<file path="src/hw/rtl/spg_pkg.sv">
// ----------------------------------------------------------------------------
// spg_pkg
// Shared types and constants of the stepper step pulse generator.
// ----------------------------------------------------------------------------
`default_nettype none

package spg_pkg;

  localparam int unsigned SpgMinPeriod = 10;
  localparam int unsigned SpgMaxPeriod = 32767;

  localparam int unsigned PeriodW = 16;
  localparam int unsigned CountW  = 32;
  localparam int unsigned TickW   = PeriodW + 1;
  localparam int unsigned AddrW   = 4;
  localparam int unsigned DataW   = 32;

  localparam logic [PeriodW-1:0] PeriodRst = 16'd1000;

  typedef enum logic [1:0] {
    REG_STEP_PERIOD = 2'd0,
    REG_DIRECTION   = 2'd1,
    REG_LIMIT_CHECK = 2'd2
  } spg_reg_e;

  typedef enum logic {
    REQ_TICK  = 1'b0,
    REQ_START = 1'b1
  } spg_req_e;

  typedef enum logic {
    DIR_UP   = 1'b0,
    DIR_DOWN = 1'b1
  } spg_dir_e;

  typedef struct packed {
    logic               req_type;
    logic [CountW-1:0]  step_count;
    logic [1:0]         limit_switches;
  } spg_in_t;

  typedef struct packed {
    logic                     step_level;
    logic                     step_edge;
    logic                     running;
    logic                     done_res;
    logic signed [CountW-1:0] position;
    logic [CountW-1:0]        steps_left;
  } spg_out_t;

  typedef struct packed {
    logic [PeriodW-1:0] step_period;
    logic               direction;
    logic               limit_check;
  } spg_cfg_t;

endpackage

`default_nettype wire

</file>
<file path="src/hw/rtl/spg_regs.sv">
// ----------------------------------------------------------------------------
// spg_regs
// Configuration register file behind the APB-style port.
// ----------------------------------------------------------------------------
`default_nettype none

module spg_regs (
  input  wire logic                      clk,
  input  wire logic                      rst_n,
  input  wire logic                      psel,
  input  wire logic                      penable,
  input  wire logic                      pwrite,
  input  wire logic [spg_pkg::AddrW-1:0] paddr,
  input  wire logic [spg_pkg::DataW-1:0] pwdata,
  output logic      [spg_pkg::DataW-1:0] prdata,
  output logic                           pready,
  output spg_pkg::spg_cfg_t              cfg
);
  import spg_pkg::*;

  logic [PeriodW-1:0] period_r;
  logic               dir_r;
  logic               lim_r;
  logic               wr_en;
  spg_reg_e           sel;

  assign pready = 1'b1;
  assign wr_en  = psel && penable && pwrite && pready;
  assign sel    = spg_reg_e'(paddr[AddrW-1:2]);

  always_ff @(posedge clk) begin
    if (!rst_n) begin
      period_r <= PeriodRst;
      dir_r    <= 1'b0;
      lim_r    <= 1'b0;
    end else if (wr_en) begin
      unique case (sel)
        REG_STEP_PERIOD: period_r <= pwdata[PeriodW-1:0];
        REG_DIRECTION:   dir_r    <= pwdata[0];
        REG_LIMIT_CHECK: lim_r    <= pwdata[0];
        default: ;
      endcase
    end
  end

  always_comb begin
    prdata = '0;
    unique case (sel)
      REG_STEP_PERIOD: prdata = DataW'(period_r);
      REG_DIRECTION:   prdata = DataW'(dir_r);
      REG_LIMIT_CHECK: prdata = DataW'(lim_r);
      default:         prdata = '0;
    endcase
  end

  assign cfg.step_period = period_r;
  assign cfg.direction   = dir_r;
  assign cfg.limit_check = lim_r;

endmodule

`default_nettype wire

</file>
<file path="src/hw/rtl/spg_core.sv">
// ----------------------------------------------------------------------------
// spg_core
// Step timer, step count, position and done state with their next-state update.
// ----------------------------------------------------------------------------
`default_nettype none

module spg_core #(
  parameter int unsigned MIN_PERIOD = spg_pkg::SpgMinPeriod,
  parameter int unsigned MAX_PERIOD = spg_pkg::SpgMaxPeriod
) (
  input  wire logic               clk,
  input  wire logic               rst_n,
  input  wire logic               fire,
  input  spg_pkg::spg_in_t        item,
  input  spg_pkg::spg_cfg_t       cfg,
  output spg_pkg::spg_out_t       res
);
  import spg_pkg::*;

  localparam logic [PeriodW-1:0] MinP = PeriodW'(MIN_PERIOD);
  localparam logic [PeriodW-1:0] MaxP = PeriodW'(MAX_PERIOD);

  logic [TickW-1:0]         cnt_r, cnt_nxt, cnt_adv;
  logic [CountW-1:0]        rem_r, rem_nxt, rem_chk;
  logic                     high_r, high_nxt;
  logic                     on_r, on_nxt;
  logic signed [CountW-1:0] pos_r, pos_nxt;
  logic                     done_r, done_nxt;
  logic                     edge_nxt;
  logic [PeriodW-1:0]       period;
  logic                     hit;

  always_comb begin
    if (cfg.step_period > MaxP) begin
      period = MaxP;
    end else if (cfg.step_period < MinP) begin
      period = MinP;
    end else begin
      period = cfg.step_period;
    end
  end

  assign cnt_adv = (cnt_r >= {period, 1'b0}) ? '0 : cnt_r + TickW'(1);
  assign hit     = cfg.limit_check &&
                   ((cfg.direction == DIR_UP) ? item.limit_switches[1]
                                              : item.limit_switches[0]);
  assign rem_chk = hit ? '0 : rem_r;

  always_comb begin
    cnt_nxt  = cnt_r;
    rem_nxt  = rem_r;
    high_nxt = high_r;
    on_nxt   = on_r;
    pos_nxt  = pos_r;
    done_nxt = done_r;
    edge_nxt = 1'b0;
    if (item.req_type == REQ_START) begin
      rem_nxt  = item.step_count;
      on_nxt   = 1'b1;
      done_nxt = 1'b0;
    end else if (on_r) begin
      cnt_nxt = cnt_adv;
      if (cnt_adv == {1'b0, period}) begin
        if (high_r) begin
          high_nxt = 1'b0;
        end else if (rem_chk != '0) begin
          edge_nxt = 1'b1;
          rem_nxt  = rem_chk - CountW'(1);
          pos_nxt  = (cfg.direction == DIR_UP) ? pos_r + 32'sd1 : pos_r - 32'sd1;
          if (rem_chk == CountW'(1)) begin
            high_nxt = 1'b0;
            on_nxt   = 1'b0;
            done_nxt = 1'b1;
          end else begin
            high_nxt = 1'b1;
          end
        end else begin
          rem_nxt = rem_chk;
          on_nxt  = 1'b0;
        end
      end
    end
  end

  always_ff @(posedge clk) begin
    if (!rst_n) begin
      cnt_r  <= '0;
      rem_r  <= '0;
      high_r <= 1'b0;
      on_r   <= 1'b0;
      pos_r  <= '0;
      done_r <= 1'b0;
    end else if (fire) begin
      cnt_r  <= cnt_nxt;
      rem_r  <= rem_nxt;
      high_r <= high_nxt;
      on_r   <= on_nxt;
      pos_r  <= pos_nxt;
      done_r <= done_nxt;
    end
  end

  assign res.step_level = high_nxt;
  assign res.step_edge  = edge_nxt;
  assign res.running    = on_nxt;
  assign res.done_res   = done_nxt;
  assign res.position   = pos_nxt;
  assign res.steps_left = rem_nxt;

endmodule

`default_nettype wire

</file>
<file path="src/hw/rtl/stepper_pulse_generator_unit.sv">
// ----------------------------------------------------------------------------
// stepper_pulse_generator_unit
// Counted burst of stepper step pulses driven by timer tick and start beats.
// ----------------------------------------------------------------------------
// One beat is taken every clock cycle while in_stall is low and each beat
// yields one result beat: the input register holds the beat, the step timer
// and count update from it, and the result register presents the outcome.
// Throughput is one beat per cycle as long as out_stall stays low; a stalled
// result holds the input register and raises in_stall. Registers are to be
// written only while no beat is in flight; the block itself does not enforce it.
`default_nettype none

module stepper_pulse_generator_unit #(
  parameter int unsigned MIN_PERIOD = spg_pkg::SpgMinPeriod,
  parameter int unsigned MAX_PERIOD = spg_pkg::SpgMaxPeriod
) (
  input  wire logic                      clk,
  input  wire logic                      rst_n,
  input  wire logic                      in_valid,
  output logic                           in_stall,
  input  spg_pkg::spg_in_t               in_data,
  output logic                           out_valid,
  input  wire logic                      out_stall,
  output spg_pkg::spg_out_t              out_data,
  input  wire logic                      cfg_psel,
  input  wire logic                      cfg_penable,
  input  wire logic                      cfg_pwrite,
  input  wire logic [spg_pkg::AddrW-1:0] cfg_paddr,
  input  wire logic [spg_pkg::DataW-1:0] cfg_pwdata,
  output logic      [spg_pkg::DataW-1:0] cfg_prdata,
  output logic                           cfg_pready
);
  import spg_pkg::*;

  spg_cfg_t cfg;
  spg_in_t  in_data_r;
  logic     in_vld_r;
  spg_out_t res;
  spg_out_t out_data_r;
  logic     out_vld_r;
  logic     adv;

  spg_regs u_regs (
    .clk     (clk),
    .rst_n   (rst_n),
    .psel    (cfg_psel),
    .penable (cfg_penable),
    .pwrite  (cfg_pwrite),
    .paddr   (cfg_paddr),
    .pwdata  (cfg_pwdata),
    .prdata  (cfg_prdata),
    .pready  (cfg_pready),
    .cfg     (cfg)
  );

  spg_core #(
    .MIN_PERIOD (MIN_PERIOD),
    .MAX_PERIOD (MAX_PERIOD)
  ) u_core (
    .clk   (clk),
    .rst_n (rst_n),
    .fire  (adv),
    .item  (in_data_r),
    .cfg   (cfg),
    .res   (res)
  );

  assign adv      = in_vld_r && (!out_vld_r || !out_stall);
  assign in_stall = in_vld_r && !adv;

  always_ff @(posedge clk) begin
    if (!rst_n) begin
      in_vld_r <= 1'b0;
    end else if (!in_stall) begin
      in_vld_r <= in_valid;
    end
  end

  always_ff @(posedge clk) begin
    if (in_valid && !in_stall) begin
      in_data_r <= in_data;
    end
  end

  always_ff @(posedge clk) begin
    if (!rst_n) begin
      out_vld_r <= 1'b0;
    end else if (!out_vld_r || !out_stall) begin
      out_vld_r <= adv;
    end
  end

  always_ff @(posedge clk) begin
    if (adv) begin
      out_data_r <= res;
    end
  end

  assign out_valid = out_vld_r;
  assign out_data  = out_data_r;

endmodule

`default_nettype wire

</file>
<file path="config.mk">
export PLATFORM = sky130hd
export DESIGN_NAME = stepper_pulse_generator_unit
export DESIGN_NICKNAME = d
export VERILOG_FILES = /design/src/hw/rtl/spg_pkg.sv /design/src/hw/rtl/spg_regs.sv /design/src/hw/rtl/spg_core.sv /design/src/hw/rtl/stepper_pulse_generator_unit.sv
export SDC_FILE = /design/constraint.sdc
export NUM_CORES = 1
export LEC_CHECK = 0
export ABC_AREA = 0
export BUFFER_PORTS_ARGS = -buffer_cell sky130_fd_sc_hd__buf_2
export CELL_PAD_IN_SITES_DETAIL_PLACEMENT = 0
export CELL_PAD_IN_SITES_GLOBAL_PLACEMENT = 1
export CORE_UTILIZATION = 35
export DETAILED_ROUTE_END_ITERATION = 10
export HOLD_SLACK_MARGIN = 0.15
export PLACE_DENSITY_LB_ADDON = 0.1
export SLEW_MARGIN = 30
export SYNTH_ARGS = -nofsm -noshare
export SYNTH_HDL_FRONTEND = slang
export SYNTH_HIERARCHICAL = 1
export SYNTH_SLANG_ARGS = --single-unit
export TNS_END_PERCENT = 5
</file>
<file path="constraint.sdc">
create_clock -name clk -period 10.7 [get_ports clk]
set_clock_uncertainty 0.1 [all_clocks]
set_input_delay 1.07 -clock clk [delete_from_list [all_inputs] [get_ports clk]]
set_output_delay 1.07 -clock clk [all_outputs]
set_load 0.05 [all_outputs]
</file>
==> flow_summary.yaml <==
run_status:
  status: "finished, final reports clean"
worst_setup_path:
  cpMaxStageDelayCell: "or4b_1"
  cp.arrival_ns: 6.43
  critical_path_class: "register to register"
  required_ns: 11.05
  cp_max_fo: 22
  cp_cell_sequence: "nor4_1 -> a41oi_1 -> inv_1 -> ha_1 -> a21oi_1 -> o21ai_0 -> o211ai_1 -> nand2_2 -> or4_4 -> a21o_1 -> or4b_1 -> nor3_4 -> mux2_1 -> nor2_1"
  start_kind: "register"
  critPathCaptureType: "register"
  max_stage_delay_ns: 0.95
yosys:
  syn_avg_cell_area_um2: 9.12
  synthTopCellsByCount: "nand2_1 (141), nor2_1 (106), dfxtp_1 (104), edfxtp_1 (103), o21ai_0 (96)"
  syn-cell-area_um2: 12500
  yosys_warnings: 6
  async_reset_ff_share_pct: 0
  synthCells: 1370
  synthFlopType: "dfxtp_1"
  yosysMostFrequentCell: "nand2_1"
  synthDominantCellAreaShare_pct: 24.8
  ys_seq_elements: 207
  synth_edf_count: 103
  yosys-top-cells-area: "edfxtp_1 (25%), dfxtp_1 (17%), ha_1 (5.0%)"
  synth_top_area_cell: "edfxtp_1"
  ys_types: 87
  yosysSeqAreaShare_pct: 41.4
clock_tree:
  cts_tree: "yes"
  ctsHtreeMaxLevel: 1
  cts.path.max_buffers: 3
  cts_setup_buffers: 0
  postCtsHoldBufs: 0
  path_clk_slew_ns: 0.06
  cts_resized: 0
  numCtsBuffers: 26
  root_buffer: "clkbuf_16"
  clk_latency_ns: 0.55
  cts.sinks: 207
final_layout:
  n_antenna_cell: 0
  fin_nets: 1601
  syn2layout_area_growth_pct: 14.7
  final_area_um2: 14300
  ff_latch_area_um2: 5170
  drive_gt1_share_pct: 17.7
  fill_cells: 3517
  multi_input_comb_area_um2: 6760
grt:
  grt_pass1_vias: 10112
  overflow: 0
  grt_max_degree: 77
  track_usage_pct: 19.6
  grt_pass1_wl_mm: 56.9
  antenna_found_initial: 3
hold_path:
  hold_path.class: "register to register"
power:
  powerDensity_nw_per_um2: 141
  p_sw_share_pct: 27.5
  irDropWorstVdd_uv: 112
  p_int_mw: 1.46
  p_seq_share_pct: 44.7
  power_switching_uw: 555
  comb_power_share_pct: 12.7
  p_leak_nw: 5.73
  p_clk_share_pct: 42.6
drt:
  drtPass1Iterations: 5
  viasPerCell: 5.46
  drc: 0
  num_vias: 10636
  drt_iter0_markers: 627
  drtAntennaViolNets: 0
  wirelength_mm: 36.1
  wl_per_cell_um: 18.6
sta:
  tightestPinTransition_ns: 0.943
  fmax_mhz: 165
  fin_crit_sh_pct: 56.8
  min_period_ns: 6.08
  hold_viol: 0
  slew_viol_final: 0
  slew_headroom_pct: 37.1
  rsz0062_at_grt: "false"
  setup_tns_ns: 0
  setup_violations: 0
die:
  die_area_um2: 36400
  initial_core_util_pct: 35.9
  placementRows: 68
  core_area_um2: 34800
  die_height_um: 191
  io_pins: 181
  die-width_um: 191
placement:
  dp_hpwl_mm: 24.8
  gp_congestion: 0.831
  port_buffers: 145
  place_area_um2: 13500
job:
  max-cap-violations: 0
-- through the flow --
step | worst slack, ns | util (%) | total power, mW | instances | hold slack, ns
floorplan | 2.89 | - | 1.11 | 1385 | 0.347
global placement | 4.55 | 38.7 | 1.17 | 1897 | 0.365
detailed placement | 4.67 | 38.8 | 1.17 | 1899 | 0.375
CTS | 4.65 | 41.2 | 2.05 | 1947 | 0.382
global route | 4.28 | 41.2 | 2.10 | 1947 | 0.392
finish | 4.62 | 41.2 | 2.02 | 1947 | 0.382
-- power groups by stage --
stage / Clock, mW / Sequential, mW / Combinational (mW)
after floorplan: 0 / 0.954 / 0.153
after global placement: 0 / 0.917 / 0.254
after detailed placement: 0 / 0.916 / 0.257
after CTS: 0.888 / 0.900 / 0.258
after global routing: 0.918 / 0.905 / 0.281
final: 0.858 / 0.900 / 0.257
-- layout make-up --
| class | count | area share [%] |
|---|---|---|
| sequential | 207 | 36.1 |
| inverter | 33 | 0.873 |
| clock buffer | 36 | 4.94 |
| timing repair buffer | 161 | 6.07 |
| multi-input combinational | 1043 | 47.1 |
| clock inverter | 12 | 0.882 |
| tap | 455 | 3.97 |
-- cell usage in the layout, fill, tap and decap left out, drive strengths merged, types with 13 or more instances in the layout --
master and instances:
nand2b 18, buf 161, and2 19, nand4 22
o21a 20, o211ai 15, ha 50, nand2 142
edfxtp 103, o31ai 21, mux2i 15, nand3 29
or3 17, a21o 24, or2 14, xor2 15
a31oi 34, xnor2 24, o21ai 100, a311oi 13
mux2 15, inv 32, a21oi 93, clkbuf 36
o21ba 14, nor3 41, dfxtp 104, nor2 106
conb 18, and3 15
-- state kept, by name, indices dropped and copies added (netlist names) --
| register | count |
|---|---|
| in_data_r | 35 |
| in_vld_r | 1 |
| out_data | 68 |
| out_valid | 1 |
| u_core/cnt_r | 17 |
| u_core/done_r | 1 |
| u_core/high_r | 1 |
| u_core/on_r | 1 |
| u_core/pos_r | 32 |
| u_core/rem_r | 32 |
| u_regs/dir_r | 1 |
| u_regs/lim_r | 1 |
| u_regs/period_r | 16 |
-- path summary, 6_finish.rpt --
path / cells past startpoint / to / start / slack [ns]
hold / removal: 2 / u_core/pos_r[28] / u_core/pos_r[28] / 0.38
setup / recovery: 14 / u_core/pos_r[1] / u_regs/period_r[15] / 4.62
hold reg to reg: 2 / u_core/pos_r[28] / u_core/pos_r[28] / 0.38
setup reg to reg: 14 / u_core/pos_r[1] / u_regs/period_r[15] / 4.62
-- kinds of logic after synthesis --
logic type	synth area share, %
adders and majority gates	5.17
DFF	41.4
xor gates and xnor gates	2.91
other	0.0901
and+or+nand+nor	20.3
muxes	2.55
AOI/OAI and AO/OA	22.5
buffers and inverters	5.08
-- critical path: cells and delay by family (launching register included) --
| family | cells | cell delay (ns) |
|---|---|---|
| AO/OA/AOI/OAI | 5 | 1.38 |
| adder cells (fa/ha/maj) | 1 | 0.30 |
| buffers and inverters | 1 | 0.09 |
| flip-flops | 1 | 0.81 |
| multiplexers | 1 | 0.38 |
| AND/OR/NAND/NOR | 6 | 2.92 |
-- layer usage --
| metal | track usage, % | vias up | wire, um |
|---|---|---|---|
| met5 | 0 | - | 35 |
| met4 | 4.25 | 6 | 572 |
| met3 | 3.03 | 43 | 1810 |
| met2 | 30.6 | 277 | 15900 |
| met1 | 28.2 | 5011 | 17800 |
| li1 | - | 5299 | - |
No activity file was read; power rests on OpenSTA's default activity.
